File: config.mk
export PLATFORM = sky130hd
export DESIGN_NAME = slf_back_flat
export DESIGN_NICKNAME = d
export VERILOG_FILES = /design/src/hw/rtl/slf_pkg.sv /design/src/hw/rtl/slf_channels.sv /design/src/hw/rtl/slf_back.sv /design/src/flat_wrapper.sv
export SDC_FILE = /design/constraint.sdc
export NUM_CORES = 1
export LEC_CHECK = 0
export BUFFER_PORTS_ARGS = -buffer_cell sky130_fd_sc_hd__buf_2
export CAP_MARGIN = 30
export CORE_ASPECT_RATIO = 1.2
export CORE_MARGIN = 5
export CORE_UTILIZATION = 58
export CTS_BUF_LIST = sky130_fd_sc_hd__clkbuf_8
export DETAILED_ROUTE_END_ITERATION = 8
export PLACE_DENSITY = 0.88
export RECOVER_POWER = 50
export SYNTH_ARGS = -nofsm -noshare
export SYNTH_HDL_FRONTEND = slang
export SYNTH_SLANG_ARGS = --single-unit
File: constraint.sdc
create_clock -name clk -period 5.3 [get_ports clk]
set_input_delay 1.06 -clock clk [delete_from_list [all_inputs] [get_ports clk]]
set_output_delay 1.06 -clock clk [all_outputs]
set_load 0.1 [all_outputs]
File: src/hw/rtl/slf_pkg.sv
// Shared types and constants for the serial line framer.
// No dependencies; every other file of the block imports this package.
package slf_pkg;

	localparam int CfgIdxW  = 3;
	localparam int CfgDataW = 32;

	// Configuration register indexes.
	localparam logic [CfgIdxW-1:0] REG_SPLIT_MODE   = 3'd0;
	localparam logic [CfgIdxW-1:0] REG_LINE_LENGTH  = 3'd1;
	localparam logic [CfgIdxW-1:0] REG_TERM_LENGTH  = 3'd2;
	localparam logic [CfgIdxW-1:0] REG_TERM_BYTES   = 3'd3;
	localparam logic [CfgIdxW-1:0] REG_IDLE_TIMEOUT = 3'd4;
	localparam logic [CfgIdxW-1:0] REG_PAUSED       = 3'd5;

	localparam logic [1:0] SPLIT_LENGTH = 2'd0;
	localparam logic [1:0] SPLIT_TERM   = 2'd1;
	localparam logic [1:0] SPLIT_NEVER  = 2'd2;

	localparam logic [1:0] CAUSE_NONE    = 2'd0;
	localparam logic [1:0] CAUSE_LENGTH  = 2'd1;
	localparam logic [1:0] CAUSE_TERM    = 2'd2;
	localparam logic [1:0] CAUSE_TIMEOUT = 2'd3;

	localparam logic MODE_BYTE = 1'b0;
	localparam logic MODE_TICK = 1'b1;

	localparam logic [1:0]  RST_SPLIT_MODE   = SPLIT_TERM;
	localparam logic [15:0] RST_LINE_LENGTH  = 16'd16;
	localparam logic [2:0]  RST_TERM_LENGTH  = 3'd1;
	localparam logic [31:0] RST_TERM_BYTES   = 32'h0000_000A;
	localparam logic [15:0] RST_IDLE_TIMEOUT = 16'd300;

	localparam logic [15:0] COUNT_MAX = 16'hFFFF;

	// Queue between the front and the back.
	localparam int QDepth = 2;
	localparam int QAw    = $clog2(QDepth);
	localparam int QCw    = $clog2(QDepth + 1);

	// Class of a queued beat, decided at the front.
	typedef enum logic [1:0] {
		CLS_BYTE = 2'd0,
		CLS_DROP = 2'd1,
		CLS_TICK = 2'd2
	} cls_t;

	typedef struct packed {
		cls_t       cls;
		logic [7:0] data;
	} qent_t;

	typedef struct packed {
		logic [1:0]  split_mode;
		logic [15:0] line_length;
		logic [2:0]  term_len;
		logic [31:0] term_bytes;
		logic [15:0] idle_timeout;
		logic        paused;
	} cfg_t;

	typedef struct packed {
		logic       is_flush;
		logic [7:0] out_byte;
		logic       line_end;
		logic [1:0] end_cause;
	} result_t;

endpackage

File: src/hw/rtl/slf_channels.sv


interface slf_out_if;
	logic       valid;
	logic       ready;
	logic       is_flush;
	logic [7:0] out_byte;
	logic       line_end;
	logic [1:0] end_cause;

	modport source (output valid, is_flush, out_byte, line_end, end_cause, input ready);
	modport sink (input valid, is_flush, out_byte, line_end, end_cause, output ready);
endinterface


File: src/hw/rtl/slf_back.sv
// Back of the framer: line state, end-of-line detection, idle timer and
// the output register. Depends on slf_pkg and slf_channels.
module slf_back import slf_pkg::*; #(
	parameter int MAX_TERM_BYTES = 4
) (
	input  logic      clk,
	input  logic      arst_n,
	input  cfg_t      cfg,
	input  logic      head_valid,
	input  qent_t     head_data,
	output logic      pop,
	slf_out_if.source results
);

	localparam int RW = 8 * MAX_TERM_BYTES;

	logic [15:0]   line_count_q;
	logic [RW-1:0] recent_q;
	logic [15:0]   idle_ticks_q;
	logic          armed_q;
	logic          out_valid_q;
	result_t       out_q;

	logic [15:0]   count_inc;
	logic [15:0]   idle_inc;
	logic [RW+7:0] recent_cat;
	logic [RW-1:0] recent_next;
	logic [RW-1:0] term_ext;
	logic [3:0]    term_n;
	logic          term_hit;
	logic [1:0]    cause;
	logic          close_line;
	logic          res_valid;
	result_t       res;
	logic [15:0]   nxt_count;
	logic [RW-1:0] nxt_recent;
	logic [15:0]   nxt_idle;
	logic          nxt_armed;

	assign pop = head_valid && (!out_valid_q || results.ready);

	assign results.valid     = out_valid_q;
	assign results.is_flush  = out_q.is_flush;
	assign results.out_byte  = out_q.out_byte;
	assign results.line_end  = out_q.line_end;
	assign results.end_cause = out_q.end_cause;

	always_comb begin
		count_inc   = (line_count_q == COUNT_MAX) ? line_count_q : line_count_q + 16'd1;
		idle_inc    = (idle_ticks_q == COUNT_MAX) ? idle_ticks_q : idle_ticks_q + 16'd1;
		recent_cat  = {recent_q, head_data.data};
		recent_next = recent_cat[RW-1:0];
		term_ext    = RW'(cfg.term_bytes);
		// Terminator lengths above the supported byte count are clamped.
		if (4'(cfg.term_len) > 4'(MAX_TERM_BYTES)) begin
			term_n = 4'(MAX_TERM_BYTES);
		end else begin
			term_n = 4'(cfg.term_len);
		end
		term_hit = 1'b1;
		for (int k = 0; k < MAX_TERM_BYTES; k++) begin
			if (4'(k) < term_n && recent_next[8*k +: 8] != term_ext[8*k +: 8]) begin
				term_hit = 1'b0;
			end
		end
		case (cfg.split_mode)
			SPLIT_LENGTH: cause = (count_inc >= cfg.line_length) ? CAUSE_LENGTH : CAUSE_NONE;
			SPLIT_TERM:   cause = (term_hit && count_inc >= 16'(term_n)) ? CAUSE_TERM
			                                                             : CAUSE_NONE;
			default:      cause = CAUSE_NONE;
		endcase
	end

	always_comb begin
		nxt_count     = line_count_q;
		nxt_recent    = recent_q;
		nxt_idle      = idle_ticks_q;
		nxt_armed     = armed_q;
		close_line    = 1'b0;
		res_valid     = 1'b0;
		res.is_flush  = 1'b0;
		res.out_byte  = head_data.data;
		res.line_end  = 1'b0;
		res.end_cause = CAUSE_NONE;
		case (head_data.cls)
			CLS_TICK: begin
				if (armed_q && line_count_q != '0) begin
					if (idle_inc < cfg.idle_timeout) begin
						nxt_idle = idle_inc;
					end else begin
						close_line    = 1'b1;
						res_valid     = 1'b1;
						res.is_flush  = 1'b1;
						res.out_byte  = 8'd0;
						res.line_end  = 1'b1;
						res.end_cause = CAUSE_TIMEOUT;
					end
				end
			end
			CLS_DROP: begin
				// A dropped byte still stops the idle timer.
				nxt_idle  = '0;
				nxt_armed = 1'b0;
			end
			CLS_BYTE: begin
				res_valid     = 1'b1;
				res.end_cause = cause;
				res.line_end  = (cause != CAUSE_NONE);
				nxt_idle      = '0;
				if (cause != CAUSE_NONE) begin
					close_line = 1'b1;
				end else begin
					nxt_count  = count_inc;
					nxt_recent = recent_next;
					nxt_armed  = 1'b1;
				end
			end
			default: ;
		endcase
		if (close_line) begin
			nxt_count  = '0;
			nxt_recent = '0;
			nxt_idle   = '0;
			nxt_armed  = 1'b0;
		end
	end

	always_ff @(posedge clk or negedge arst_n) begin
		if (!arst_n) begin
			line_count_q <= '0;
			recent_q     <= '0;
			idle_ticks_q <= '0;
			armed_q      <= 1'b0;
			out_valid_q  <= 1'b0;
		end else if (pop) begin
			line_count_q <= nxt_count;
			recent_q     <= nxt_recent;
			idle_ticks_q <= nxt_idle;
			armed_q      <= nxt_armed;
			out_valid_q  <= res_valid;
		end else if (results.ready) begin
			out_valid_q <= 1'b0;
		end
	end

	always_ff @(posedge clk) begin
		if (pop) begin
			out_q <= res;
		end
	end

`ifndef NO_ASSERTIONS
	a_close_clears: assert property (@(posedge clk) disable iff (!arst_n)
		pop && close_line |=> line_count_q == '0 && !armed_q)
		else $error("line state not cleared after line end");
	a_armed_pending: assert property (@(posedge clk) disable iff (!arst_n)
		armed_q |-> line_count_q != '0)
		else $error("idle timer running with no pending line");
	a_empty_line: assert property (@(posedge clk) disable iff (!arst_n)
		line_count_q == '0 |-> recent_q == '0 && idle_ticks_q == '0)
		else $error("stale history with an empty line");
	a_flush_form: assert property (@(posedge clk) disable iff (!arst_n)
		out_valid_q && out_q.is_flush |->
			out_q.line_end && out_q.end_cause == CAUSE_TIMEOUT && out_q.out_byte == 8'd0)
		else $error("malformed flush marker");
`endif

endmodule

File: src/flat_wrapper.sv
// flat-port wrapper written by rule: the top's interface ports become plain ports
module slf_back_flat import slf_pkg::*;
#(
	parameter int MAX_TERM_BYTES = 4
)
  (clk, arst_n, cfg, head_valid, head_data, pop, results_valid, results_is_flush, results_out_byte, results_line_end, results_end_cause, results_ready);
  slf_out_if results_i ();
  input  logic clk;
  input  logic arst_n;
  input  cfg_t cfg;
  input  logic head_valid;
  input  qent_t head_data;
  output logic pop;
  output wire logic [$bits(results_i.valid)-1:0] results_valid;
  output wire logic [$bits(results_i.is_flush)-1:0] results_is_flush;
  output wire logic [$bits(results_i.out_byte)-1:0] results_out_byte;
  output wire logic [$bits(results_i.line_end)-1:0] results_line_end;
  output wire logic [$bits(results_i.end_cause)-1:0] results_end_cause;
  input wire logic [$bits(results_i.ready)-1:0] results_ready;
  assign results_valid = results_i.valid;
  assign results_is_flush = results_i.is_flush;
  assign results_out_byte = results_i.out_byte;
  assign results_line_end = results_i.line_end;
  assign results_end_cause = results_i.end_cause;
  assign results_i.ready = results_ready;
  slf_back #(.MAX_TERM_BYTES(MAX_TERM_BYTES)) u_core (.clk(clk), .arst_n(arst_n), .cfg(cfg), .head_valid(head_valid), .head_data(head_data), .pop(pop), .results(results_i));
endmodule
# After elaboration in Yosys (flattened, before gate mapping)
# Index checks and enable logic that the tools add are counted.
# totals
regBits	70
latch_bits	0
mem_bits_rw	0
mem_bits_ro	0
in_bits	84
out_inout_bits	14
word_cells	88
n_memories	0
# classes
n_addsub	2
mul	0
div	0
n_lt_le_gt_ge	8
eq_ne	13
n_shift	0
mux	34
bitwise_logic	0
reduce_logical	22
# ops
cell	n
$mux W16	8
$mux W24	3
$add A16 B1 Y16 const B	2
$eq A16 B16 Y1 const B	2
$ne A8 B8 Y1	4
$pmux W16 S2	1
$ge A16 B16 Y1	1
$ge A16 B3 Y1	1
$lt A16 B16 Y1	1
$reduce_bool A16 Y1	1
$mux W1	12
$mux W12	1
$mux W11	1
$mux W8	1
$logic_and A1 B1 Y1	7
$lt A1 B3 Y1 const A	2
$lt A2 B3 Y1 const A	2
$ne A3 B1 Y1 const B	2
$pmux W1 S2	3
$pmux W3 S2	1
$reduce_and A3 Y1	2
$reduce_bool A2 Y1	3
$reduce_bool A3 Y1	2
$eq A2 B1 Y1 const B	2
other kinds (13)	14

# Depth between registers and ports, before layout
# logic_depth
word_depth	16
ltp_mapped	17
depth_no_buf	15

# Worst setup path after synthesis
# OpenSTA, ideal clock, no wires.
# synth_timing
path_type	reg-to-reg
start	register u_core.idle_ticks_q[0]
end	register u_core.out_q, in the netlist u_core.results.out_byte[1], data pin
setup_ns	0.255
arrival_time_ns	3.797
required_time_ns	5.045
slack_ns	1.248
path_stages_with_launch	16
period_less_slack_ns	4.052
path_cell_list	dfrtp_1 -> ha_1 -> nand3_1 -> or4_1 -> or2_2 -> clkbuf_1 -> and4_1 -> xor2_1 -> ha_1 -> nand4_1 -> a2111o_1 -> a31oi_1 -> nor2_1 -> or3b_1 -> clkbuf_1 -> and2_1
# synth_lines
element	line	rtl
start: declaration	slf_back.sv:19	logic [15:0] idle_ticks_q;
start signal: assignment	slf_back.sv:138	idle_ticks_q <= nxt_idle;
end signal: assignment	slf_back.sv:148	out_q <= res;
end: declaration	slf_back.sv:22	result_t out_q;

# Worst setup path in the final report
# layout_timing
start	register u_core.line_count_q[0]
end	register u_core.recent_q[5]
# layout_between
elab_chain_len	11
# layout_lines
element	line	rtl
start: declaration	slf_back.sv:17	logic [15:0] line_count_q;
start signal: assignment	slf_back.sv:136	line_count_q <= nxt_count;
$add A16 B1 Y16 / $eq A16 B16 Y1 (equally long branches)	slf_back.sv:49	count_inc = (line_count_q == COUNT_MAX) ? line_count_q : line_count_q + 16'd1;
$mux W16	slf_back.sv:49	
$ge A16 B3 Y1	slf_back.sv:68	SPLIT_TERM: cause = (term_hit && count_inc >= 16'(term_n)) ? CAUSE_TERM
$logic_and A1 B1 Y1	slf_back.sv:68	
$mux W2	slf_back.sv:68	
$pmux W2 S2	slf_back.sv:66	case (cfg.split_mode)
$reduce_bool A2 Y1	slf_back.sv:110	if (cause != CAUSE_NONE) begin
$mux W1	slf_back.sv:110	
$pmux W1 S2	slf_back.sv:85	case (head_data.cls)
$ne A2 B1 Y1 (no line) / $reduce_bool A2 Y1 (equally long branches)	-	
$reduce_and A3 Y1 (no line)	-	
end signal: assignment	slf_back.sv:137	recent_q <= nxt_recent;
end: declaration	slf_back.sv:18	logic [RW-1:0] recent_q;
# Several ways; a longest one is shown, not always the timed one.
# A chain may end at the register's enable or synchronous reset.

==> metrics.txt <==
cts hold-fix bufs 0; CP Cell Sequence ha_1 -> nand4_1 -> nor2_1 -> nand3_1 -> o21ai_0 -> ha_1 -> a2111oi_0 -> o31a_1 -> o311ai_0 -> nand2_1 -> o21a_2 -> a22o_1; crit path DAT 4.82 ns; Residual DRC 0; Core Rows 37; Syn Area/Cell approximately 8.8 um^2; post-synthesis sequential area ratio 35.2%; critical path data required time between 5 and 6 ns; setup tns final 0 ns; layout cells sized above 1 19.0%; synth warn 0; Mapped Cells 584; unrepaired setup endpoints after global routing false; worst vdd ir about 240 uV; Avg Vias per Cell between 6 and 7; status finished with violations; CTS tree built; slew margin rel. -111%; die area 0.0109 mm^2; async set or reset register ratio after synthesis 82.9%; wire length per cell 17.9 um; Min Clock Period, post-route ~4.5 ns; first-pass GRT wire length 22900 um; clock network fraction of total power 23.3%; largest net degree at the start of global routing just under 60; pwr dens between 300 and 400 mW/mm^2; fmax approximately 220 MHz; hpwl dp between 10000 and 15000 um; vias in the first global route slightly below 5000; die width 96.0 um; Switch Pwr about 0.73 mW; Fillers 734; CP max FO 31; post-route setup slack 0.762 ns; Worst path most repeated cell ha_1; Post-synth EDFFs 12; crit path buf inv count 0; launching point of the worst reg2reg path u_core.line_count_q[0]$_DFFE_PN0P_; Levels on crit path 12; Overflow after GRT 0; Sw Share 38.4%; Clock transition at path regs about 0.080 ns; Int Pwr 1.17 mW; Core ar. ~0.0086 mm^2; die extent in y 113 um; Initial Utilization roughly three fifths; Yosys reg bits 70; synth top area cells dfrtp_1 (28%), ha_1 (9.0%), edfxtp_1 (7.0%); CTS root buf clkbuf_8; Synth Net Count 705; sequential share of power between 40% and 50%; Place WS about 0.79 ns; Placer Congestion around 0.95; DR vias about 4800; Synth top area share 28.2%; I/O pin cnt 98; static leakage roughly 2.7 nW; Total GRT Usage around 27%; Hold Path Stages 1; Comb power frac approximately a third; initial antenna violation count 0; reg2reg path depth 12; synth unique cells 63; remaining antenna violation count 0; Worst Hold Path EP u_core.recent_q[21]$_DFFE_PN0P_; Clock Path Buffers 2; post-CTS sizing 0; Pre-Repair DR Iteration Count 6; CTS Buf Count 9; failing checks capacitance limit, slew limit; post-CTS setup buffers 0; CTS H-tree lvls 3; HP Class reg2reg; HP Start u_core.recent_q[21]$_DFFE_PN0P_; highest-delay cell along the critical path o21a_2; Final nets 790; R2R Setup Slk around 0.76 ns; Mapped Area ~0.005 mm^2; Inst Count DP 775; Max stage delay on crit path between 0.6 and 0.7 ns; Final Core Density slightly below 70%; worst flop-to-flop path endpoint u_core.recent_q[5]$_DFFE_PN0P_; Hold Violations, Final 0; Non-Filler Instances between 700 and 800; synth-to-layout area growth 13.8%; Top delay family on crit path compound AO/OA/AOI/OAI gates; clk sinks 70; max-cap check violation count 1; Skew-Pair Late Insertion Delay 0.35 ns; final setup fails 0; Setup crit end kind flip-flop; Synth Flop Type dfrtp_1; crit path kind reg2reg; cell taking the most area after synthesis dfrtp_1; WHS about 0.53 ns; Worst Tran Pin Value about 3.2 ns; number of buffers inserted by port buffering 96; DRT iter0 DRCs 193; Critical Path Start Type flip-flop; final period utilization around 86%; clk_skew between 0.01 and 0.015 ns; total wire length 14100 um; Pins Over Slew Limit 59; diode count 0
## per-stage QoR
step	total power [mW]	cell area (um^2)
2_1_floorplan	1.27	5140
3_3_place_gp	1.42	5670
4_1_cts	1.90	5870
5_1_grt	2.02	5860
3_5_place_dp	1.46	5670
6_report	1.90	5860
## worst reg2reg max path, delay by kind of cell, from the launching register on
family                     cells  cell delay (ns)
DFF                            1             0.46
AOI/OAI and AO/OA              6             2.12
adders and majority gates      2             0.56
and+or+nand+nor                4             1.33
## logic make-up after synthesis
| logic type | count (synthesis) | synth area share [%] |
|---|---|---|
| buffers and inverters | 73 | 6.08 |
| xor gates and xnor gates | 48 | 8.17 |
| AOI/OAI and AO/OA | 135 | 18.4 |
| and+or+nand+nor | 212 | 21.2 |
| DFF | 70 | 35.2 |
| adders and majority gates | 37 | 9.00 |
| muxes | 9 | 1.85 |
## state kept, by name, summed over array words and instances (netlist names)
register / flops
u_core.results.line_end: 1
u_core.idle_ticks_q: 16
u_core.recent_q: 24
u_core.results.end_cause: 2
u_core.line_count_q: 16
u_core.results.valid: 1
u_core.results.out_byte: 8
u_core.results.is_flush: 1
u_core.armed_q: 1
## power groups by stage
stage | sequential [mW] | combinational (mW) | clock, mW
2_1_floorplan | 0.776 | 0.491 | 0
3_3_place_gp | 0.803 | 0.617 | 0
3_5_place_dp | 0.812 | 0.650 | 0
4_1_cts | 0.801 | 0.654 | 0.444
5_1_grt | 0.820 | 0.733 | 0.465
6_report | 0.808 | 0.649 | 0.442
## placed cells by master (no fill, tap or decap), types with 3 or more instances in the layout
master / instances
a21oi_1: 26
clkbuf_1: 8
dfrtp_1: 58
o21ai_0: 27
a211oi_1: 4
nand4_1: 16
nor2_1: 33
o211ai_1: 8
buf_2: 89
nand3_1: 29
and4_1: 5
xnor2_1: 28
a22o_1: 35
mux2i_1: 5
mux2_2: 4
edfxtp_1: 12
nor4_1: 11
a31oi_1: 4
and2_1: 11
nand2b_1: 5
nand2_1: 63
ha_1: 37
buf_4: 4
inv_1: 47
nor3_1: 11
or3_1: 5
clkbuf_8: 10
o22ai_1: 3
xor2_1: 20
or2_2: 7
## per-layer routing
| layer | routed length [um] | track usage (%) |
|---|---|---|
| met1 | 5350 | 31.9 |
| met2 | 7310 | 46.7 |
| met3 | 1050 | 5.19 |
| met4 | 430 | 11.8 |
| met5 | 0 | 0 |
## final cells by class
cell class                      instances  area (um^2)  area share [%]
Clock buffer                           10          138            2.35
Tap cell                              117          146            2.50
Clock inverter                          6         62.6            1.07
Inverter                               46          173            2.95
Timing Repair Buffer                  101          505            8.63
Multi-Input combinational cell        441         3020            51.6
Sequential cell                        70         1810            30.9
## how the worst max path moves through the flow
stage                                  startpoint                              endpoint
6_report       u_core.line_count_q[0]$_DFFE_PN0P_        u_core.recent_q[5]$_DFFE_PN0P_
5_1_grt        u_core.line_count_q[0]$_DFFE_PN0P_        u_core.recent_q[8]$_DFFE_PN0P_
4_1_cts        u_core.line_count_q[1]$_DFFE_PN0P_        u_core.recent_q[5]$_DFFE_PN0P_
3_5_place_dp   u_core.line_count_q[1]$_DFFE_PN0P_        u_core.recent_q[5]$_DFFE_PN0P_
3_3_place_gp   u_core.line_count_q[0]$_DFFE_PN0P_   u_core.line_count_q[12]$_DFFE_PN0P_
2_1_floorplan  u_core.idle_ticks_q[0]$_DFFE_PN0P_  u_core.results.out_byte[1]$_DFFE_PP_
## Yosys cell counts, types with 4 or more instances
| cell type | count |
|---|---|
| buf_2 | 10 |
| nand3_1 | 29 |
| nand2b_1 | 5 |
| clkbuf_1 | 11 |
| mux2i_1 | 5 |
| ha_1 | 37 |
| a31oi_1 | 4 |
| inv_1 | 46 |
| xnor2_1 | 28 |
| mux2_2 | 4 |
| a22o_1 | 35 |
| o211ai_1 | 8 |
| o21ai_0 | 27 |
| nor4_1 | 11 |
| and2_1 | 11 |
| nor3_1 | 11 |
| nor2_1 | 33 |
| nand2_1 | 63 |
| and4_1 | 5 |
| a211oi_1 | 4 |
| or3_1 | 5 |
| nand4_1 | 16 |
| edfxtp_1 | 12 |
| xor2_1 | 20 |
| a21oi_1 | 26 |
| dfrtp_1 | 58 |
| or2_2 | 7 |
Note: power is estimated with default switching activity, not from simulation.
