`src/hw/rtl/slf_pkg.sv`:
```
// Shared types and constants for the serial line framer.
// No dependencies; every other file of the block imports this package.
package slf_pkg;

	localparam int CfgIdxW  = 3;
	localparam int CfgDataW = 32;

	// Configuration register indexes.
	localparam logic [CfgIdxW-1:0] REG_SPLIT_MODE   = 3'd0;
	localparam logic [CfgIdxW-1:0] REG_LINE_LENGTH  = 3'd1;
	localparam logic [CfgIdxW-1:0] REG_TERM_LENGTH  = 3'd2;
	localparam logic [CfgIdxW-1:0] REG_TERM_BYTES   = 3'd3;
	localparam logic [CfgIdxW-1:0] REG_IDLE_TIMEOUT = 3'd4;
	localparam logic [CfgIdxW-1:0] REG_PAUSED       = 3'd5;

	localparam logic [1:0] SPLIT_LENGTH = 2'd0;
	localparam logic [1:0] SPLIT_TERM   = 2'd1;
	localparam logic [1:0] SPLIT_NEVER  = 2'd2;

	localparam logic [1:0] CAUSE_NONE    = 2'd0;
	localparam logic [1:0] CAUSE_LENGTH  = 2'd1;
	localparam logic [1:0] CAUSE_TERM    = 2'd2;
	localparam logic [1:0] CAUSE_TIMEOUT = 2'd3;

	localparam logic MODE_BYTE = 1'b0;
	localparam logic MODE_TICK = 1'b1;

	localparam logic [1:0]  RST_SPLIT_MODE   = SPLIT_TERM;
	localparam logic [15:0] RST_LINE_LENGTH  = 16'd16;
	localparam logic [2:0]  RST_TERM_LENGTH  = 3'd1;
	localparam logic [31:0] RST_TERM_BYTES   = 32'h0000_000A;
	localparam logic [15:0] RST_IDLE_TIMEOUT = 16'd300;

	localparam logic [15:0] COUNT_MAX = 16'hFFFF;

	// Queue between the front and the back.
	localparam int QDepth = 2;
	localparam int QAw    = $clog2(QDepth);
	localparam int QCw    = $clog2(QDepth + 1);

	// Class of a queued beat, decided at the front.
	typedef enum logic [1:0] {
		CLS_BYTE = 2'd0,
		CLS_DROP = 2'd1,
		CLS_TICK = 2'd2
	} cls_t;

	typedef struct packed {
		cls_t       cls;
		logic [7:0] data;
	} qent_t;

	typedef struct packed {
		logic [1:0]  split_mode;
		logic [15:0] line_length;
		logic [2:0]  term_len;
		logic [31:0] term_bytes;
		logic [15:0] idle_timeout;
		logic        paused;
	} cfg_t;

	typedef struct packed {
		logic       is_flush;
		logic [7:0] out_byte;
		logic       line_end;
		logic [1:0] end_cause;
	} result_t;

endpackage

```
`src/hw/rtl/slf_queue.sv`:
```
// Two-entry queue of classified beats between the front and the back.
// Depends on slf_pkg for the entry type and depth.
module slf_queue import slf_pkg::*; (
	input  logic  clk,
	input  logic  arst_n,
	input  logic  push,
	input  qent_t push_data,
	output logic  full,
	input  logic  pop,
	output logic  head_valid,
	output qent_t head_data
);

	qent_t            mem_q [QDepth];
	logic [QAw-1:0]   wr_ptr_q;
	logic [QAw-1:0]   rd_ptr_q;
	logic [QCw-1:0]   count_q;
	logic             do_pop;

	assign full       = (count_q == QCw'(QDepth));
	assign head_valid = (count_q != '0);
	assign head_data  = mem_q[rd_ptr_q];
	assign do_pop     = pop && head_valid;

	always_ff @(posedge clk) begin
		if (push) begin
			mem_q[wr_ptr_q] <= push_data;
		end
	end

	always_ff @(posedge clk or negedge arst_n) begin
		if (!arst_n) begin
			wr_ptr_q <= '0;
			rd_ptr_q <= '0;
			count_q  <= '0;
		end else begin
			if (push) begin
				wr_ptr_q <= (wr_ptr_q == QAw'(QDepth - 1)) ? '0 : wr_ptr_q + 1'b1;
			end
			if (do_pop) begin
				rd_ptr_q <= (rd_ptr_q == QAw'(QDepth - 1)) ? '0 : rd_ptr_q + 1'b1;
			end
			if (push && !do_pop) begin
				count_q <= count_q + 1'b1;
			end else if (do_pop && !push) begin
				count_q <= count_q - 1'b1;
			end
		end
	end

`ifndef NO_ASSERTIONS
	a_count_range: assert property (@(posedge clk) disable iff (!arst_n)
		count_q <= QCw'(QDepth))
		else $error("queue count beyond depth");
	a_no_overflow: assert property (@(posedge clk) disable iff (!arst_n)
		full && !do_pop |=> full)
		else $error("queue left full state without a pop");
	a_push_lands: assert property (@(posedge clk) disable iff (!arst_n)
		push && !do_pop |=> head_valid)
		else $error("pushed beat not visible at head");
`endif

endmodule

```
`config.mk`:
```
export PLATFORM = sky130hd
export DESIGN_NAME = slf_queue
export DESIGN_NICKNAME = d
export VERILOG_FILES = /design/src/hw/rtl/slf_pkg.sv /design/src/hw/rtl/slf_queue.sv
export SDC_FILE = /design/constraint.sdc
export NUM_CORES = 1
export LEC_CHECK = 0
export BUFFER_PORTS_ARGS = -buffer_cell sky130_fd_sc_hd__buf_2
export CAP_MARGIN = 20
export CORE_MARGIN = 1
export CORE_UTILIZATION = 55
export CTS_BUF_LIST = sky130_fd_sc_hd__clkbuf_4 sky130_fd_sc_hd__clkbuf_8
export DETAILED_ROUTE_END_ITERATION = 10
export PLACE_DENSITY_LB_ADDON = 0.1
export SYNTH_ARGS = -nofsm -noshare
export SYNTH_HDL_FRONTEND = slang
export SYNTH_SLANG_ARGS = --single-unit
```
`constraint.sdc`:
```
create_clock -name clk -period 1.96 [get_ports clk]
set_input_delay 0.294 -clock clk [delete_from_list [all_inputs] [get_ports clk]]
set_output_delay 0.294 -clock clk [all_outputs]
set_load 0.01 [all_outputs]
```
-- Yosys cells after proc, flatten, opt, wreduce, memory -nomap -nowiden
Memory sizes are Yosys's and may differ from the RTL's.
Index checks and enable logic that the tools add are counted.
- bits in writable memories: 20
- memories: 1
- register bits after elaboration: 4
- bits of input ports: 14
- mux-type cells: 6
- equal/unequal tests: 1
- reduce and logical (&&, ||, !) cells: 7
- $add $sub $neg: 4
- memories (name ; depth ; bits a word ; rd ports ; clocked after Yosys merged registers in ; write ports ; RTL line ; source):
    mem_q ; 2 ; 10 ; 1 ; 0 ; 1 ; slf_queue.sv:14 ; qent_t mem_q [QDepth];
- operators by type and width (cell ; count):
    $mux 1 ; 4
    $mux 2 ; 2
    $reduce_bool 2->1 ; 2
    $logic_and 1x1->1 ; 3
    $add 1x1->1 const B ; 2
    $add 2x1->2 const B ; 1
    $eq 2x2->1 const B ; 1
    $logic_not 1->1 ; 2
    $sub 2x1->2 const B ; 1

-- Depth between registers and ports, before layout
Gate-level depths: netlist (run 1).
- depth after elaboration: 5
- depth in mapped cells: 6
- depth with buffers taken out: 6

-- Worst setup path after synthesis (run 1)
Ideal clock, no wire load.
- path type: reg-to-reg
- start point: reg count_q[0]
- end point: reg count_q[1]
- path slack: 0.642 ns
- cell stages (with the launch flop): 7
- arrival time: 1.193 ns
- buffers on the path: 0
- period minus slack after synthesis: 1.318 ns
- cell sequence: dfrtp_1 > or2_4 > nand2_4 > ha_1 > xor2_1 > nor2_1 > xor2_1
- cells in the longest elaborated chain, start to end: 5
- RTL lines (what ; RTL line ; source):
    from (decl) ; slf_queue.sv:17 ; logic [QCw-1:0] count_q;
    from (signal assigned) ; slf_queue.sv:44 ; count_q <= count_q + 1'b1;
    from (signal assigned) ; slf_queue.sv:46 ; count_q <= count_q - 1'b1;
    $reduce_bool 2->1 * ; slf_queue.sv:21 ; assign head_valid = (count_q != '0);
    named net head_valid ; slf_queue.sv:10 ; output logic head_valid,
    $logic_and 1x1->1 * ; slf_queue.sv:23 ; assign do_pop = pop && head_valid;
    $logic_not 1->1 ; slf_queue.sv:43 ; if (push && !do_pop) begin
    $logic_and 1x1->1 ; slf_queue.sv:43 ;
    $mux 2 / $reduce_bool 2->1 (equally long branches) ; - ;
The timed path passes the listed nets; every way through them passes the cells marked *. The select of a mux whose other input is x is not followed.
A chain may end at the register's enable or synchronous reset.

==> results.ini, run 1 <==
[status]
status=complete, no violations

[synth]
synth_edf_count=20
avgSynthCellArea_um2=19.8
synth_fp_nets=62
synth_top_area_cell=edfxtp_1
ys_warn_count=0
ys_types=13
synthTopCellsByArea=edfxtp_1 65%, mux2_2 12%, dfrtp_1 11%, xor2_1 2.8%, xnor2_1 1.9%
ys_seq_area_share_pct=75.5
syn_inst=47
async_flop_share_pct=16.7
synth_most_common_cell=edfxtp_1
synth_top_area_share_pct=64.7
synth.top_cells.by_count=20 x edfxtp_1, 10 x mux2_2, 4 x dfrtp_1
synth_area_um2=928
ys_ff_latch=24
synth_ff_type=edfxtp_1

[drt]
dr.pass1.iters=2
drc=0
antenna_left=0
vias=477
drtIter0Drc=11
post_drt_via_cell_ratio=5.13
wl_per_cell_um=12.5
wirelength_mm=1.17

[setup_path]
cp_slowest_cell=dfrtp_1
critPathTopFamily=flip-flops
critPathCaptureType=primary output
arrival_ps=1460
start_kind=register
max_stage_delay_ps=630
path_class=register to primary output
cp.required_ps=1670
cp_max_fo=11
path_cells=mux2_2, buf_2
worst-path-buf-inv=1

[clocking]
clkLatencyLatePin_ps=300
post_cts_buffers=0
cts_max_path_buffers=2
ctsRootBufferMaster=clkbuf_4
cts_buffers=3
cts_tree=done
cts.clk_slew.worst_paths_ps=120
cts_sinks=24
h-tree-depth=1

[grt]
antenna_found_initial=0
grt_max_degree=15
grt_pass1_vias=453
grt_overflow_total=0
grt_pass1_wl_mm=1.85
grt_usage_pct=13.7

[sta]
drv_slew=0
holdWs_ps=169
relSlewSlack_pct=69.1
rsz0062_at_grt=false
setup_viol_count_final=0
min_period_over_period_pct=89.6
period_needed_ps=1760
fmax_mhz=570
fin_skew_ps=0.591
setup_tns_ps=0
finalHoldViolCount=0
worst_pin_slew_ps=464

[floorplan]
pin_count=26
core-area_um2=1540
die_x_um=43.1
rows=14
dieArea_um2=1860
fp.dieH_um=43.1
start_util_pct=60.2

[final_layout]
drive_gt1_share_pct=55.8
antenna_cells=0
nets=93
design_area_um2=1130
n_fill_cell=101
area_growth_pct=21.7

[power_and_ir_drop]
ir_drop_v=0.000947
powerDensity_nw_per_um2=1400
p_leak_nw=0.456

[place]
io_buffers=25
dp_hpwl_um=864
globalplace.congestion=0.677
placed_cell_area_um2=1070

[min_path]
min_path_type=primary input to register

[job]
drv_cap=0

==> repair_timing <==
| action | in CTS | in global routing |
|---|---|---|
| gates resized for setup | 0 | 0 |
| hold buffers | 1 | 0 |
| endpoints found under the hold margin | 4 | 0 |
==> final timing paths <==
check	depth (start not counted)	slack, ps	to	startpoint
max	2	200	head_data[8]	rd_ptr_q
min	1	170	mem_q[0][7]	push_data[7]
max reg2reg	6	560	count_q[1]	count_q[0]
min in group asynchronous	2	310	rd_ptr_q	arst_n
min reg2reg	1	500	wr_ptr_q	wr_ptr_q
max in group asynchronous	2	1530	wr_ptr_q	arst_n
==> area by class of cell <==
type	count	area (um2)	area share, %
Timing Repair Buffer	27	143	12.6
Tap cell	16	20.0	1.77
Sequential cell	24	701	62.0
Multi-Input combinational cell	22	214	18.9
Clock inverter	1	30.0	2.66
Clock buffer	3	22.5	1.99
==> where the power goes <==
group / internal, mW / leakage [nW] / switching (mW) / total [mW]
clock: 0.207 / 0.0279 / 0.137 / 0.343
sequential: 0.691 / 0.234 / 0.0883 / 0.779
combinational: 0.258 / 0.194 / 0.207 / 0.465
==> layer usage <==
layer / vias to the layer above / wire [um] / GRT usage (%)
met2: 14 / 615 / 22.7
met5: - / 0 / 0
met3: 0 / 59 / 2.98
li1: 234 / - / -
met4: 0 / 0 / 5.45
met1: 229 / 490 / 17.6
==> metrics by stage <==
step | std cells | utilization, % | setup slack, ps | total power [mW]
6_report | 93 | 73.3 | 205 | 1.59
5_1_grt | 93 | 73.3 | 92.9 | 1.67
3_3_place_gp | 88 | 69.2 | 537 | 1.26
4_1_cts | 93 | 73.3 | 160 | 1.62
3_5_place_dp | 88 | 69.2 | 526 | 1.27
2_1_floorplan | 47 | - | 642 | 1.12
==> cell families after synthesis <==
group / after synthesis / share of synthesized area [%]
fa+ha+maj: 1 / 1.35
xor+xnor: 5 / 4.72
buf+inv: 1 / 1.48
simple gates: 6 / 4.85
flops: 24 / 75.5
mux: 10 / 12.1
==> cells in the final DEF, fill, tap and decap left out, drive strengths merged <==
| master | instances |
|---|---|
| bufinv | 1 |
| nor2 | 1 |
| or2 | 1 |
| xnor2 | 2 |
| xor2 | 3 |
| and2b | 1 |
| buf | 26 |
| clkbuf | 3 |
| ha | 1 |
| dlygate4sd3 | 1 |
| nor2b | 1 |
| nand2 | 1 |
| mux2 | 10 |
| and2 | 1 |
| edfxtp | 20 |
| dfrtp | 4 |
==> worst register-to-register path: stages, from the launching register on <==
cell	delay [ps]
dfrtp_1	450
or2_4	260
nand2_4	70
ha_1	150
xor2_1	160
nor2_1	70
xor2_1	140
==> flip-flops by register name, indices dropped and copies added (netlist names) <==
name      flops
wr_ptr_q      1
rd_ptr_q      1
mem_q        20
count_q       2
Note: power is estimated with default switching activity, not from simulation.
==> inputs of run 2 (changes only) <==
--- a/config.mk
+++ b/config.mk
@@ -7,11 +7,13 @@
 export LEC_CHECK = 0
 export BUFFER_PORTS_ARGS = -buffer_cell sky130_fd_sc_hd__buf_2
 export CAP_MARGIN = 20
+export CORE_ASPECT_RATIO = 0.75
 export CORE_MARGIN = 1
-export CORE_UTILIZATION = 55
+export CORE_UTILIZATION = 25
 export CTS_BUF_LIST = sky130_fd_sc_hd__clkbuf_4 sky130_fd_sc_hd__clkbuf_8
 export DETAILED_ROUTE_END_ITERATION = 10
 export PLACE_DENSITY_LB_ADDON = 0.1
+export SLEW_MARGIN = 15
 export SYNTH_ARGS = -nofsm -noshare
 export SYNTH_HDL_FRONTEND = slang
 export SYNTH_SLANG_ARGS = --single-unit
==> results.ini, run 2 (synthesis gave the netlist of run 1 again) <==
[floorplan]
start_util_pct=27.1  ; -33 points
core-area_um2=3420  ; +120%
die_x_um=72.4  ; +68%
rows=18  ; +4
fp.dieH_um=54.8  ; +27%
dieArea_um2=3960  ; +110%
pin_count=26  ; unchanged

[power_and_ir_drop]
p_leak_nw=0.469  ; +2.8%
p_int_mw=1.23  ; +6.4%
p_clk_share_pct=25.3  ; +3.7 points
combPwrFrac_pct=28.5  ; -0.8 points
p_sw_mw=0.461  ; +6.7%
total_power_mw=1.69  ; +6.5%
ir_drop_v=0.000495  ; -48%
seq_power_share_pct=46.2  ; -2.9 points
switching_share_pct=27.3  ; +0.050 points
powerDensity_nw_per_um2=1410  ; +0.36%

[sta]
min_period_over_period_pct=88.8  ; -0.74 points
fmax_mhz=574  ; +0.83%
setup_viol_count_final=0  ; unchanged
holdWs_ps=209  ; +39.8 ps
drv_slew=0  ; unchanged
finalHoldViolCount=0  ; unchanged
rsz0062_at_grt=false
fin_skew_ps=6.50  ; +5.91 ps
relSlewSlack_pct=66.7  ; -2.4 points
period_needed_ps=1740  ; -14.5 ps
worst_pin_slew_ps=500  ; +36.5 ps
setup_tns_ps=0  ; unchanged

[final_layout]
drive_gt1_share_pct=56.4  ; +0.57 points
area_growth_pct=29.1
largest_register_ff_count=20  ; unchanged
final_cell_mix=25 x buf_2, 20 x edfxtp_1, 10 x mux2_2, 4 x dfrtp_1
utilization_pct=35.0  ; -38 points
antenna_cells=0  ; unchanged
regArea_um2=701  ; unchanged
regMostFlops=mem_q
n_fill_cell=347  ; +240%
nets=94  ; +1.1%
design_area_um2=1200  ; +6.1%
reg_top3=mem_q: 20 flops, count_q: 2 flops
multiInputGateArea_um2=214  ; unchanged
mostFrequentLayoutCell=buf_2

[grt]
grt_overflow_total=0  ; unchanged
grt_max_degree=15  ; unchanged
grt_pass1_wl_mm=2.33  ; +26%
grt_usage_pct=8.46  ; -5.3 points
grt_pass1_vias=492  ; +8.6%
antenna_found_initial=0  ; unchanged

[setup_path]
cp-startpoint=rd_ptr_q
cp_max_fo=11  ; unchanged
ff2ff_setup_slack_ps=600  ; +40 ps
r2r_start=count_q[0]
start_kind=register
rr_endpoint=count_q[1]
path_class=register to primary output
crit_end=head_data[4]
critPathCaptureType=primary output
cp.required_ps=1670  ; about the same
ff2ff_path_depth=6  ; unchanged
arrival_ps=1450  ; about the same

[drt]
antenna_left=0  ; unchanged
drtIter0Drc=12  ; +1
drc=0  ; unchanged
wirelength_mm=1.43  ; +23%
vias=504  ; +5.7%
dr.pass1.iters=4  ; +2
wl_per_cell_um=11.2  ; -11%
post_drt_via_cell_ratio=3.94  ; -23%

[place]
globalplace.congestion=0.672  ; -0.74%
dp_hpwl_mm=1.02  ; +18%
placed_cell_area_um2=1120  ; +4.7%
io_buffers=25  ; unchanged

[clocking]
cts_buffers=3  ; unchanged
cts_tree=done
h-tree-depth=1  ; unchanged
clkLatencyLatePin_ps=270  ; -30 ps
cts_max_path_buffers=2  ; unchanged
ctsRootBufferMaster=clkbuf_8
cts.repair.resized=0  ; unchanged
cts_sinks=24  ; unchanged
cts.clk_slew.worst_paths_ps=90  ; -30 ps

[min_path]
min_path_type=primary input to register

[job]
drv_cap=0  ; unchanged

[status]
status=complete, no violations

-- run 2: stage by stage --
step / instances / worst slack (ps)
6_report: 128 / 219
2_1_floorplan: 47 / 642
3_3_place_gp: 123 / 483
3_5_place_dp: 123 / 479
5_1_grt: 128 / 106
4_1_cts: 128 / 172
-- run 2: area by class of cell --
cell class              instances  share of cell area (%)
flip-flops and latches         24                    58.5
well taps                      50                    5.22
repair buffers                 28                    12.5
clock inverters                 1                    2.51
multi-input cells              22                    17.8
clock buffers                   3                    3.44
-- run 2: worst max-delay path, stage by stage, from the launching register on --
cell and delay [ps]:
dfrtp_1 650, mux2_2 400, buf_2 140
-- run 2: power by group through the flow --
stage	Clock (mW)	Sequential (mW)	Combinational [mW]
after floorplan	0	0.745	0.374
after global placement	0	0.799	0.490
after detailed placement	0	0.798	0.486
after CTS	0.440	0.788	0.490
after global routing	0.463	0.805	0.532
final	0.428	0.781	0.481
-- run 2: layer usage --
metal	wire length [um]	GRT usage (%)	vias to the layer above	part of all wire [%]
li1	-	-	236	-
met1	637	9.62	251	44
met2	676	13.6	15	47
met3	89	3.68	2	6.2
met4	27	4.90	0	1.9
met5	0	0	-	0
-- run 2: worst min-delay path by stage --
stage / from / endpoint / slack [ps] / cells after the start
after floorplan: arst_n / count_q[0] / -2 / 0
after global placement: arst_n / rd_ptr_q / 110 / 1
after detailed placement: arst_n / count_q[1] / 110 / 1
after CTS: push_data[8] / mem_q[1][8] / 200 / 1
after global routing: push_data[5] / mem_q[0][5] / 200 / 1
final: push_data[8] / mem_q[1][8] / 210 / 1
-- run 2: timing repair --
item	CTS	global route
buffers inserted	0	0
hold buffers	1	0
endpoints found under the hold margin	4	0
==> inputs of run 3 (changes only) <==
--- a/config.mk
+++ b/config.mk
@@ -7,9 +7,8 @@
 export LEC_CHECK = 0
 export BUFFER_PORTS_ARGS = -buffer_cell sky130_fd_sc_hd__buf_2
 export CAP_MARGIN = 20
-export CORE_ASPECT_RATIO = 0.75
 export CORE_MARGIN = 1
-export CORE_UTILIZATION = 25
+export CORE_UTILIZATION = 56
 export CTS_BUF_LIST = sky130_fd_sc_hd__clkbuf_4 sky130_fd_sc_hd__clkbuf_8
 export DETAILED_ROUTE_END_ITERATION = 10
 export PLACE_DENSITY_LB_ADDON = 0.1
==> results.ini, run 3 (synthesis gave the netlist of run 1 again) <==
[clocking]
ctsRootBufferMaster=clkbuf_4
cts_max_path_buffers=2  ; unchanged
cts_tree=done
post_cts_buffers=0  ; unchanged
cts_sinks=24  ; unchanged
cts_buffers=3  ; unchanged
clkLatencyLatePin_ps=300  ; +30 ps
h-tree-depth=1  ; unchanged
cts.clk_slew.worst_paths_ps=110  ; +20 ps

[floorplan]
pin_count=26  ; unchanged
rows=14  ; -4
start_util_pct=60.9  ; +34 points
fp.dieH_um=42.7  ; -22%
core-area_um2=1520  ; -55%
dieArea_um2=1820  ; -54%
die_x_um=42.7  ; -41%

[setup_path]
max_stage_delay_ps=630  ; -20 ps
critPathCaptureType=primary output
start_kind=register
path_class=register to primary output
path_cells=mux2_2, buf_2
cp.required_ps=1670  ; about the same
ff2ff_path_depth=6  ; unchanged
cp_max_fo=11  ; unchanged
cp_slowest_cell=dfrtp_1
arrival_ps=1460  ; about the same

[sta]
min_period_over_period_pct=89.7  ; +0.84 points
fin_ws_ps=203  ; -16.4 ps
fin_skew_ps=2.38  ; -4.12 ps
rsz0062_at_grt=false
setup_viol_count_final=0  ; unchanged
drv_slew=0  ; unchanged
period_needed_ps=1760  ; +16.5 ps
relSlewSlack_pct=70.2  ; +3.6 points
fmax_mhz=569  ; -0.94%
setup_tns_ps=0  ; unchanged
finalHoldViolCount=0  ; unchanged
worst_pin_slew_ps=447  ; -53.5 ps

[final_layout]
regMostFlops=mem_q
nets=93  ; -1.1%
final_cell_mix=25 x buf_2, 20 x edfxtp_1, 10 x mux2_2, 4 x clkbuf_4, 4 x dfrtp_1
stdcell_count=93  ; -27%
design_area_um2=1110  ; -7.6%
area_growth_pct=19.3
antenna_cells=0  ; unchanged
largest_register_ff_count=20  ; unchanged
reg_top3=mem_q: 20 flops, count_q: 2 flops
mostFrequentLayoutCell=buf_2
drive_gt1_share_pct=55.8  ; -0.57 points

[min_path]
min_path_type=primary input to register
hold_depth=1  ; unchanged

[place]
io_buffers=25  ; unchanged
dp.cells=88  ; -28%
placed_cell_area_um2=1070  ; -4.5%
dp_hpwl_um=885  ; -13%
globalplace.congestion=0.646  ; -4.0%
place_ws_ps=520  ; +41.3 ps

[grt]
grt_pass1_vias=495  ; +0.61%
grt_overflow_total=0  ; unchanged
grt_usage_pct=15.8  ; +7.3 points
grt_max_degree=14  ; -1
grt_pass1_wl_mm=2.04  ; -13%
antenna_found_initial=0  ; unchanged

[drt]
vias=489  ; -3.0%
drtIter0Drc=9  ; -3
antenna_left=0  ; unchanged
dr.pass1.iters=4  ; unchanged
wirelength_mm=1.24  ; -13%
drc=0  ; unchanged
post_drt_via_cell_ratio=5.26  ; +34%
wl_per_cell_um=13.3  ; +19%

[status]
status=complete, no violations

[power_and_ir_drop]
p_leak_nw=0.447  ; -4.8%
total_power_mw=1.47  ; -13%
ir_drop_v=0.000719  ; +45%
powerDensity_nw_per_um2=1330  ; -6.0%

[job]
drv_cap=0  ; unchanged

run 3: cell types whose count changed in the layout (fill, tap and decap cells not counted), sizes merged:
cell,previous run,this run
bufinv,1,0
buf,27,26
clkbuf,3,4
run 3: through the flow:
stage	hold WS (ps)	util, %
3_3_place_gp	110	70.0
2_1_floorplan	-1.59	-
4_1_cts	165	72.7
5_1_grt	155	72.7
3_5_place_dp	106	70.0
6_report	173	72.7
run 3: power by group:
part | switching (mW) | total, mW | leakage [nW] | internal (mW)
combinational | 0.210 | 0.467 | 0.194 | 0.258
clock | 0.128 | 0.221 | 0.0184 | 0.0931
sequential | 0.0889 | 0.780 | 0.234 | 0.691
total | 0.427 | 1.47 | 0.447 | 1.04
run 3: area by class of cell:
cell class / count / area, um2
clock buffer: 4 / 30.0
fill: 114 / 417
multi-input combinational: 22 / 214
sequential: 24 / 701
tap: 16 / 20.0
timing repair buffer: 27 / 143
run 3: critical path, delay by kind of cell (launching register included):
kind	cells	cell delay (ps)
flip-flops	1	630
multiplexers	1	390
buffers and inverters	1	140
run 3: final timing paths:
check	from	end	slack, ps
worst min register to register	wr_ptr_q	wr_ptr_q	500
max in group asynchronous	arst_n	wr_ptr_q	1510
worst max register to register	count_q[0]	count_q[1]	570
min in group asynchronous	arst_n	rd_ptr_q	330
worst min-delay path	push_data[7]	mem_q[0][7]	170
worst max-delay path	rd_ptr_q	head_data[7]	200
run 3: what timing repair did:
action,4_1_cts,5_1_grt
hold buffers,1,0
gates resized for setup,0,0
endpoints found under the hold margin,4,0
run 3: routing by layer:
layer	global-route usage (%)	part of all wire, %	wire (um)
met1	16.8	38	467
met2	29.7	58	723
met3	3.83	3.9	48
met4	5.63	0	0
met5	0	0	0
